### config.mk
export PLATFORM = sky130hd
export DESIGN_NAME = unsorted_list_table
export DESIGN_NICKNAME = d
export VERILOG_FILES = /design/src/hdl/ulst_pkg.sv /design/src/hdl/ulst_cell.sv /design/src/hdl/unsorted_list_table.sv
export SDC_FILE = /design/constraint.sdc
export NUM_CORES = 2
export LEC_CHECK = 0
export ABC_AREA = 1
export CORE_AREA = 2 2 265 267
export CTS_CLUSTER_DIAMETER = 200
export CTS_CLUSTER_SIZE = 16
export DETAILED_ROUTE_END_ITERATION = 7
export DIE_AREA = 0 0 267 269
export DONT_BUFFER_PORTS = 1
export GPL_ROUTABILITY_DRIVEN = 0
export GPL_TIMING_DRIVEN = 0
export PLACE_DENSITY = 0.69
export SYNTH_ARGS = -nofsm -noshare
export SYNTH_HDL_FRONTEND = slang
export SYNTH_SLANG_ARGS = --single-unit
### constraint.sdc
create_clock -name clk_i -period 7.6 [get_ports clk_i]
set_input_delay 0.38 -clock clk_i [delete_from_list [all_inputs] [get_ports clk_i]]
set_output_delay 0.38 -clock clk_i [all_outputs]
set_load 0.02 [all_outputs]
### src/hdl/ulst_pkg.sv
`timescale 1ns / 1ps

package ulst_pkg;

  localparam int unsigned DEPTH  = 16;
  localparam int unsigned KEY_W  = 16;
  localparam int unsigned DATA_W = 16;
  localparam int unsigned IDX_W  = $clog2(DEPTH);
  localparam int unsigned CNT_W  = $clog2(DEPTH + 1);

  typedef enum logic [2:0] {
    CMD_INSERT  = 3'd0,
    CMD_LOOKUP  = 3'd1,
    CMD_DELETE  = 3'd2,
    CMD_RESTART = 3'd3,
    CMD_NEXT    = 3'd4,
    CMD_CLEAR   = 3'd5
  } ulst_cmd_e;

  typedef enum logic [1:0] {
    ST_OK        = 2'd0,
    ST_NOT_FOUND = 2'd1,
    ST_FULL      = 2'd2,
    ST_END       = 2'd3
  } ulst_status_e;

  typedef struct packed {
    logic [2:0]        cmd;
    logic [KEY_W-1:0]  item_key;
    logic [DATA_W-1:0] item_data;
  } ulst_req_t;

  typedef struct packed {
    logic              found;
    logic [KEY_W-1:0]  out_key;
    logic [DATA_W-1:0] out_data;
    logic [CNT_W-1:0]  entry_count;
    logic [1:0]        status;
  } ulst_rsp_t;

  typedef struct packed {
    logic              valid;
    logic [KEY_W-1:0]  key;
    logic [DATA_W-1:0] data;
  } ulst_entry_t;

  // per-cell control from the list controller
  typedef struct packed {
    logic shift_in;   // take the entry from the head side
    logic shift_out;  // take the entry from the tail side
    logic clr;        // drop the entry
    logic sel;        // drive the entry onto the read bus
  } ulst_cell_ctrl_t;

endpackage

### src/hdl/ulst_cell.sv
`timescale 1ns / 1ps

module ulst_cell (
  input  logic                    clk_i,
  input  logic                    rst_ni,
  input  ulst_pkg::ulst_cell_ctrl_t ctrl_i,
  input  logic [ulst_pkg::KEY_W-1:0] key_i,
  input  ulst_pkg::ulst_entry_t   head_i,
  input  ulst_pkg::ulst_entry_t   tail_i,
  output ulst_pkg::ulst_entry_t   entry_o,
  output logic                    match_o,
  output ulst_pkg::ulst_entry_t   rd_o
);
  import ulst_pkg::*;

  logic              valid_q, valid_d;
  logic [KEY_W-1:0]  key_q, key_d;
  logic [DATA_W-1:0] data_q, data_d;

  always_comb begin
    valid_d = valid_q;
    key_d   = key_q;
    data_d  = data_q;
    if (ctrl_i.clr) begin
      valid_d = 1'b0;
    end else if (ctrl_i.shift_in) begin
      valid_d = head_i.valid;
      key_d   = head_i.key;
      data_d  = head_i.data;
    end else if (ctrl_i.shift_out) begin
      valid_d = tail_i.valid;
      key_d   = tail_i.key;
      data_d  = tail_i.data;
    end
  end

  always_ff @(posedge clk_i or negedge rst_ni) begin
    if (!rst_ni) begin
      valid_q <= 1'b0;
    end else begin
      valid_q <= valid_d;
    end
  end

  always_ff @(posedge clk_i) begin
    key_q  <= key_d;
    data_q <= data_d;
  end

  assign entry_o = '{valid: valid_q, key: key_q, data: data_q};
  assign match_o = valid_q && (key_q == key_i);
  assign rd_o    = ctrl_i.sel ? entry_o : '0;

endmodule

### src/hdl/unsorted_list_table.sv
`timescale 1ns / 1ps

// Channel   Ports                   Handshake
// command   start, req_i            beat taken when start && !busy
// result    done_o, rsp_o           beat shown for one cycle, done_o high
//
// A command is handled as follows: the accept edge registers it, and in the
// following cycle every cell compares its key in parallel while the
// controller picks the newest match and shifts the row; the result shows in
// the cycle after that, with busy already low so the next beat is taken at
// its closing edge. Reset clears valid bits, count and iterator at once, no
// clearing pass. The receiver cannot stall: a result lasts one strobe cycle.
module unsorted_list_table (
  input  logic                 clk_i,
  input  logic                 rst_ni,
  input  logic                 start,
  output logic                 busy,
  input  ulst_pkg::ulst_req_t  req_i,
  output logic                 done_o,
  output ulst_pkg::ulst_rsp_t  rsp_o
);
  import ulst_pkg::*;

  // command register, live while busy
  logic      op_valid_q;
  ulst_req_t op_q;

  logic [CNT_W-1:0] count_q, count_d;
  // index of the entry that next returns; restart and clear set it to zero
  logic [CNT_W-1:0] iter_q, iter_d;

  logic      done_q;
  ulst_rsp_t rsp_q, rsp_d;

  ulst_entry_t     cell_entry [DEPTH];
  ulst_entry_t     cell_rd    [DEPTH];
  ulst_cell_ctrl_t cell_ctrl  [DEPTH];
  logic [DEPTH-1:0] match;

  logic [DEPTH-1:0] hit_oh, hit_ge, iter_oh;
  logic [IDX_W-1:0] hit_idx;
  logic             any_hit, full, iter_ok;
  ulst_entry_t      rd_bus;
  logic             do_ins, do_del, do_clr, is_next;

  assign busy   = op_valid_q;
  assign done_o = done_q;
  assign rsp_o  = rsp_q;

  // ---- cell row: head is cell 0 ----
  for (genvar g = 0; g < DEPTH; g++) begin : g_cell
    ulst_entry_t head_in, tail_in;
    if (g == 0) begin : g_head
      assign head_in = '{valid: 1'b1, key: op_q.item_key, data: op_q.item_data};
    end else begin : g_mid
      assign head_in = cell_entry[g-1];
    end
    if (g == DEPTH - 1) begin : g_tail
      assign tail_in = '0;
    end else begin : g_body
      assign tail_in = cell_entry[g+1];
    end

    ulst_cell u_cell (
      .clk_i   (clk_i),
      .rst_ni  (rst_ni),
      .ctrl_i  (cell_ctrl[g]),
      .key_i   (op_q.item_key),
      .head_i  (head_in),
      .tail_i  (tail_in),
      .entry_o (cell_entry[g]),
      .match_o (match[g]),
      .rd_o    (cell_rd[g])
    );
  end

  // ---- match select and iterator decode ----
  assign hit_oh  = match & (~match + DEPTH'(1));      // newest (lowest) match
  assign hit_ge  = ~(hit_oh - DEPTH'(1));             // cells at or behind it
  assign any_hit = |match;
  assign full    = (count_q == CNT_W'(DEPTH));
  assign iter_ok = (iter_q < count_q);

  always_comb begin
    hit_idx = '0;
    iter_oh = '0;
    for (int i = 0; i < DEPTH; i++) begin
      if (hit_oh[i]) hit_idx = hit_idx | IDX_W'(i);
      iter_oh[i] = (iter_q == CNT_W'(i));
    end
  end

  assign is_next = op_valid_q && (op_q.cmd == CMD_NEXT);
  assign do_ins  = op_valid_q && (op_q.cmd == CMD_INSERT) && !full;
  assign do_del  = op_valid_q && (op_q.cmd == CMD_DELETE) && any_hit;
  assign do_clr  = op_valid_q && (op_q.cmd == CMD_CLEAR);

  always_comb begin
    for (int i = 0; i < DEPTH; i++) begin
      cell_ctrl[i].shift_in  = do_ins;
      cell_ctrl[i].shift_out = do_del && hit_ge[i];
      cell_ctrl[i].clr       = do_clr;
      cell_ctrl[i].sel       = is_next ? iter_oh[i] : hit_oh[i];
    end
  end

  // read bus: OR of the selected cell
  always_comb begin
    rd_bus = '0;
    for (int i = 0; i < DEPTH; i++) begin
      rd_bus = rd_bus | cell_rd[i];
    end
  end

  // ---- result and bookkeeping ----
  always_comb begin
    count_d         = count_q;
    iter_d          = iter_q;
    rsp_d.found     = 1'b0;
    rsp_d.out_key   = op_q.item_key;
    rsp_d.out_data  = '0;
    rsp_d.status    = ST_OK;
    case (op_q.cmd)
      CMD_INSERT: begin
        if (full) begin
          rsp_d.status = ST_FULL;
        end else begin
          count_d = count_q + CNT_W'(1);
          // iterator stays on the same entry, which moved one place back
          if (iter_q != '0) iter_d = iter_q + CNT_W'(1);
        end
      end
      CMD_LOOKUP, CMD_DELETE: begin
        if (any_hit) begin
          rsp_d.found    = 1'b1;
          rsp_d.out_key  = rd_bus.key;
          rsp_d.out_data = rd_bus.data;
          if (op_q.cmd == CMD_DELETE) begin
            count_d = count_q - CNT_W'(1);
            if (CNT_W'(hit_idx) < iter_q) iter_d = iter_q - CNT_W'(1);
          end
        end else begin
          rsp_d.status = ST_NOT_FOUND;
        end
      end
      CMD_RESTART: begin
        iter_d = '0;
      end
      CMD_NEXT: begin
        if (iter_ok) begin
          rsp_d.out_key  = rd_bus.key;
          rsp_d.out_data = rd_bus.data;
          iter_d         = iter_q + CNT_W'(1);
        end else begin
          rsp_d.status = ST_END;
        end
      end
      CMD_CLEAR: begin
        count_d = '0;
        iter_d  = '0;
      end
      default: begin
        // unused codes change nothing
      end
    endcase
    rsp_d.entry_count = count_d;
  end

  always_ff @(posedge clk_i or negedge rst_ni) begin
    if (!rst_ni) begin
      op_valid_q <= 1'b0;
      done_q     <= 1'b0;
      count_q    <= '0;
      iter_q     <= '0;
    end else begin
      done_q <= op_valid_q;
      if (op_valid_q) begin
        op_valid_q <= 1'b0;
        count_q    <= count_d;
        iter_q     <= iter_d;
      end else if (start) begin
        op_valid_q <= 1'b1;
      end
    end
  end

  always_ff @(posedge clk_i) begin
    if (start && !op_valid_q) begin
      op_q <= req_i;
    end
    if (op_valid_q) begin
      rsp_q <= rsp_d;
    end
  end

endmodule

# Yosys cells after proc, flatten, opt, wreduce, memory -nomap -nowiden
# Index checks and enable logic that the tools add are counted.
totals:
  word_cells: 405
  output_inout_bits: 42
  ff_bits: 615
  in_bits: 38
classes:
  n_addsub: 6
  n_reduce_logical: 97
  muxes: 178
  eq_ne: 43
  n_lt_le_gt_ge: 2
  bitwise: 19
ops:
  columns: ["operator", "count"]
  rows:
  - ["16-bit two-way mux", 63]
  - ["32-bit two-way mux", 17]
  - ["32-bit OR", 15]
  - ["16-bit equality test", 16]
  - ["1-bit two-way mux", 68]
  - ["32-bit case mux with 2 select lines", 1]
  - ["3-bit nonzero test", 16]
  - ["5-bit two-way mux", 9]
  - ["5-bit by 4-bit equality test with 1-bit output (second input constant)", 8]
  - ["1-bit logical AND", 39]
  - ["33-bit two-way mux", 1]
  - ["4-bit two-way mux", 8]
  - ["16-bit NOT", 2]
  - ["2-bit AND reduction", 16]
  - ["2-bit nonzero test", 16]
  - ["5-bit by 3-bit equality test with 1-bit output (second input constant)", 4]
  - ["5-bit case mux with 4 select lines", 1]
  - ["16-bit by 1-bit adder with 16-bit output (second input constant)", 1]
  - ["16-bit bitwise AND", 1]
  - ["16-bit OR reduction", 1]
  - ["16-bit by 1-bit subtractor with 16-bit output (second input constant)", 1]
  - ["5-bit case mux with 3 select lines", 1]
  - ["3-bit two-way mux", 4]
  - ["5-bit by 1-bit adder with 5-bit output (second input constant)", 2]
  - ["other kinds (21)", 34]

# Longest topological paths before layout
logic_depth:
  ltp_word: 25
  mapped_depth: 25
  depth_no_buf: 24

# Hierarchy
# From an unflattened synthesis, not the netlist that was laid out.
unflattened:
  cells_unflattened: 5115
  hier_area_um2: 36941.7
by_module_without_submodules:
  columns: ["mod", "cells_each", "instances", "seq_area_each_um2", "area_per_inst_um2"]
  rows:
  - ["ulst_cell", 281, 16, 985.9, 1965.6]
  - ["unsorted_list_table", 619, 1, 2552.4, 5491.5]

# Worst setup path after synthesis
# No wires, ideal clock.
synth_path:
  kind: "register -> register"
  startpoint: "register op_valid_q (netlist: busy)"
  endpoint: "register g_cell[0].u_cell.valid_q"
  synth_period_minus_slack_ps: 4931
  setup_slack_ps: 2669
  setup_ps: 257
  arrival_ps: 4674
  required_ps: 7343
  stages_incl_launch_ff: 6
  path_buffers: 0
  path_cell_list: "dfrtp_1 inv_1 nor2_1 nand2_1 o21ai_0 o21ai_0"
synth_between:
  elab_chain_cells: 4
  elab_cells_between_ends: 9
  cone_classes: "2 x mux; 7 x reduce/logical"
synth_lines:
  columns: ["item", "line_no", "rtl"]
  rows:
  - ["start, declared", "unsorted_list_table.sv:25", "logic op_valid_q;"]
  - ["start signal, assigned", "unsorted_list_table.sv:171", "op_valid_q <= 1'b0;"]
  - ["start signal, assigned", "unsorted_list_table.sv:178", "op_valid_q <= 1'b0;"]
  - ["start signal, assigned", "unsorted_list_table.sv:182", "op_valid_q <= 1'b1;"]
  - ["1-bit logical AND, on equally long branches (2 in series)", "unsorted_list_table.sv:94, unsorted_list_table.sv:95", null]
  - ["1-bit two-way mux / 1-bit logical AND (equally long branches)", "ulst_cell.sv:26, unsorted_list_table.sv:101", null]
  - ["1-bit two-way mux / 3-bit nonzero test (equally long branches)", null, null]
  - ["end signal, assigned", "ulst_cell.sv:41", "valid_q <= valid_d;"]
  - ["end, declared", "ulst_cell.sv:16", "logic valid_q, valid_d;"]
# Several ways; a longest one is shown, not always the timed one.
# A chain may end at the register's enable or synchronous reset.

# Worst setup path after layout
layout_path:
  startpoint: "register op_q (netlist bit g_cell[0].head_in[18])"
  endpoint: "register g_cell[12].u_cell.data_q[0] (enable)"
layout_between:
  elab_chain_cells: 10
  elab_cells_between_ends: 42
  cone_classes: "2 x add/sub; 16 x eq/ne; 3 x bitwise; 21 x reduce/logical"
layout_lines:
  columns: ["item", "line_no", "rtl"]
  rows:
  - ["start, declared", "unsorted_list_table.sv:26", "ulst_req_t op_q;"]
  - ["start signal, assigned", "unsorted_list_table.sv:189", "op_q <= req_i;"]
  - ["16-bit equality test", "ulst_cell.sv:51", "assign match_o = valid_q && (key_q == key_i);"]
  - ["1-bit logical AND", "ulst_cell.sv:51", null]
  - ["16-bit NOT", "unsorted_list_table.sv:78", "assign hit_oh = match & (~match + DEPTH'(1));"]
  - ["16-bit by 1-bit adder with 16-bit output", "unsorted_list_table.sv:78", null]
  - ["16-bit bitwise AND", "unsorted_list_table.sv:78", null]
  - ["16-bit by 1-bit subtractor with 16-bit output", "unsorted_list_table.sv:79", "assign hit_ge = ~(hit_oh - DEPTH'(1));"]
  - ["16-bit NOT", "unsorted_list_table.sv:79", null]
  - ["1-bit logical AND *", "unsorted_list_table.sv:101", "cell_ctrl[i].shift_out = do_del && hit_ge[i];"]
  - ["2-bit nonzero test (no line) *", null, null]
  - ["2-bit AND reduction (no line) *", null, null]
  - ["end signal, assigned", "ulst_cell.sv:47", "data_q <= data_d;"]
  - ["end, declared", "ulst_cell.sv:18", "logic [DATA_W-1:0] data_q, data_d;"]
# Every way passes the cells marked *; elsewhere a longest branch is shown, timed or not.

==> impl_metrics.py <==
metrics = {
    "sta": {
        "slew_violations": 11,
        "slew_headroom_pct": -3.61,
        "setup_ws_ns": 2.64,
        "rsz0062_at_grt": "no",
        "fin_crit_sh_pct": 65.3,
        "finalClockSkew_ns": 0.0350,
        "fmax_ghz": 0.202,
        "tightest_slew_ns": 1.55,
        "fin_crit_ns": 4.96,
        "hold_viol_final": 0,
        "setup_viol": 0,
    },
    "layout": {
        "layout.area.seq_sq_um": 18300,
        "multi_input_area_sq_um": 16600,
        "area_growth_pct": 8.51,
        "nets": 5161,
        "layout-drive-gt1-share_pct": 5.78,
        "design_area_sq_um": 40900,
        "fill_cells": 6517,
    },
    "worst_setup_path": {
        "cp_data_arrival_time_ns": 5.21,
        "crit_path_end_kind": "flop",
        "ff2ff_setup_slack_ns": 2.64,
        "rr_startpoint": "g_cell[0].head_in[18]",
        "start_kind": "flop",
        "r2r_end": "g_cell[12].u_cell.data_q[0]",
        "reg2regPathDepth": 16,
        "critPathMaxFanout": 34,
        "cp.required_ns": 7.85,
        "critPathLaunch": "g_cell[0].head_in[18]",
        "crit_type": "flop to flop",
    },
    "logic_synthesis": {
        "async_flop_share_pct": 4.55,
        "ys_types": 59,
        "synthFlopType": "edfxtp_1",
        "synth_area_leader_cell": "edfxtp_1",
        "yosys-top-cells-area": "edfxtp_1 47%, nand2_1 22%, o21ai_0 5.1%",
        "ys_seq_elements": 615,
        "ys_seq_area_share_pct": 48.6,
        "syn_nets": 5062,
        "synth_area_sq_um": 37700,
        "syn_inst": 5009,
        "avgSynthCellArea_sq_um": 7.52,
        "yosysTopAreaCellShare_pct": 46.8,
        "synth_edf_count": 587,
        "synth_warnings": 0,
    },
    "drt": {
        "drtIter0Drc": 5965,
        "first_pass_iters": 8,
        "drc": 0,
        "drt-wirelength-per-cell_microns": 23.7,
        "vias": 36300,
        "drt_wl_total_microns": 144000,
        "ant_nets": 0,
        "drt-vias-per-instance": 5.99,
    },
    "grt": {
        "gr-total-overflow": 0,
        "grt_max_degree": 37,
        "grt_pass1_wl_microns": 210000,
        "grt_usage_pct": 39.7,
        "antenna_found_initial": 2,
        "grt_pass1_vias": 34100,
    },
    "clock_network": {
        "cts_root_buf": "clkbuf_16",
        "clock_latency_ns": 0.64,
        "cts-resized-gates": 0,
        "clock-sinks": 615,
        "hold_buffers": 38,
        "numCtsBuffers": 44,
        "post_cts_buffers": 0,
        "htree_num_levels": 2,
        "path_clk_slew_ns": 0.08,
        "tritoncts": "yes",
        "clockBufferDepth": 3,
    },
    "power_and_ir_drop": {
        "p_per_area_nw_per_um2": 174,
        "p_leak_uw": 0.0180,
        "irDropWorstVdd_v": 0.000151,
    },
    "placed_design": {
        "port-buffer-count": 0,
        "dp_hpwl_microns": 113000,
        "post-place-ws_ns": 2.76,
        "place_area_sq_um": 39200,
    },
    "die": {
        "core-area_sq_um": 69300,
        "die_h_microns": 269,
        "dieArea_sq_um": 71800,
        "row_count": 97,
        "ioPinCount": 80,
        "initial_core_util_pct": 54.4,
        "dieWidth_microns": 267,
    },
    "run_status": {
        "status": "finished, violations left",
        "violations": "max-capacitance violations, max-slew violations",
    },
    "worst_hold_path": {
        "hold_class": "primary input to asynchronous set/reset pin",
    },
    "job": {
        "drv_cap": 1,
    },
}
==> how the worst max path moves through the flow <==
stage / slack, ns / depth (start not counted) / end
finish: 2.64 / 16 / g_cell[12].u_cell.data_q[0]
detailed placement: 2.76 / 16 / g_cell[12].u_cell.data_q[3]
CTS: 2.72 / 16 / g_cell[12].u_cell.key_q[2]
floorplan: 2.67 / 5 / g_cell[0].u_cell.valid_q
global route: 2.32 / 16 / g_cell[12].u_cell.data_q[2]
global placement: -0.39 / 5 / g_cell[0].u_cell.valid_q
==> worst max-delay path, cell delays in order, from the launching register on <==
cell and delay, ns:
edfxtp_1 0.45, inv_1 0.26, buf_2 0.49, nor2_1 0.15
inv_1 0.16, nand2_1 0.09, nor4_1 0.23, nand3_1 0.18
nor3_4 0.30, nor2_4 0.11, nand4_4 0.14, nand2_4 0.10
nor2_8 0.23, nor2_8 0.10, inv_2 0.66, nand2_1 0.15
nand2_2 0.72
==> per-stage QoR <==
step / cells / hold slack, ns / TNS (ns) / utilization, % / power (uW)
finish: 6066 / 0.181 / 0 / 59.0 / 7100
global route: 6063 / 0.203 / 0 / 59.0 / 7280
floorplan: 5009 / 0.0844 / 0 / - / 4460
detailed placement: 5963 / 0.0859 / 0 / 56.6 / 4750
CTS: 6062 / 0.197 / 0 / 59.0 / 7060
global placement: 5949 / 0.0858 / -6.37 / 56.1 / 4720
==> cell type report <==
| type | instances | share of cell area, % |
|---|---|---|
| Antenna cell | 3 | 0.0184 |
| Buffer | 217 | 2.98 |
| Clock buffer | 58 | 2.87 |
| Clock inverter | 3 | 0.125 |
| Inverter | 439 | 4.08 |
| Multi-Input combinational cell | 3738 | 40.5 |
| Sequential cell | 615 | 44.8 |
| Tap cell | 940 | 2.88 |
| Timing Repair Buffer | 53 | 1.70 |
==> synthesized netlist by cell type, types with 4 or more instances <==
master     number
nand2_1      2212
edfxtp_1      587
nor2_1        436
inv_1         409
o21ai_0       381
nand3_1       211
clkbuf_1       96
nand4_1        82
buf_2          71
a21oi_1        55
nor3_1         46
o21ai_1        46
nor4_1         41
xnor2_1        37
nand3b_1       35
xor2_1         34
dfrtp_1        28
buf_6          27
inv_2          22
buf_4          18
nand2_2        17
ha_1           15
nand3_2        14
nor3b_1         7
o211ai_1        7
inv_4           6
nor2_2          6
o2111ai_1       5
and2_1          4
buf_8           4
nand2_4         4
nor2_4          4
o21ai_2         4
or2_2           4
==> cells by family after synthesis <==
logic type / synth area share (%)
AOI/OAI and AO/OA: 7.08
xor gates and xnor gates: 1.69
adders and majority gates: 0.498
buffers and inverters: 7.66
DFF: 48.6
and+or+nand+nor: 34.4
==> flip-flops by register name, indices dropped and copies added, names as in the netlist <==
signal / flops
count_q: 5
g_cell.u_cell.key_q: 256
busy: 1
g_cell.u_cell.valid_q: 16
op_q: 3
iter_q: 5
g_cell.head_in: 32
g_cell.u_cell.data_q: 256
done_o: 1
rsp_o: 40
==> cell usage in the layout, fill, tap and decap left out, types with 18 or more instances in the layout <==
master,n
dfrtp_1,27
dlygate4sd3_1,37
clkbuf_1,108
nand3b_1,35
buf_4,18
nor3_1,46
xor2_1,34
inv_2,22
nor4_1,41
xnor2_1,37
inv_1,409
o21ai_0,376
edfxtp_1,587
o21ai_1,45
nand3_1,211
nand4_1,82
buf_6,27
nand2_1,2208
clkbuf_16,45
buf_2,71
a21oi_1,55
nor2_1,435
nand2_2,21
==> where the power goes <==
part           total [uW]  internal [uW]  switching (uW)
logic                 856            251             605
clock network        2380           1090            1290
registers            3870           3780            89.5
total                7100           5120            1980
==> metal layers <==
layer / part of all wire, % / global-route usage, %
met3: 14 / 12.6
met5: 0.019 / 0
met2: 43 / 59.3
met1: 37 / 50.9
met4: 6.7 / 22.8
Power figures use the tool's default switching activity.
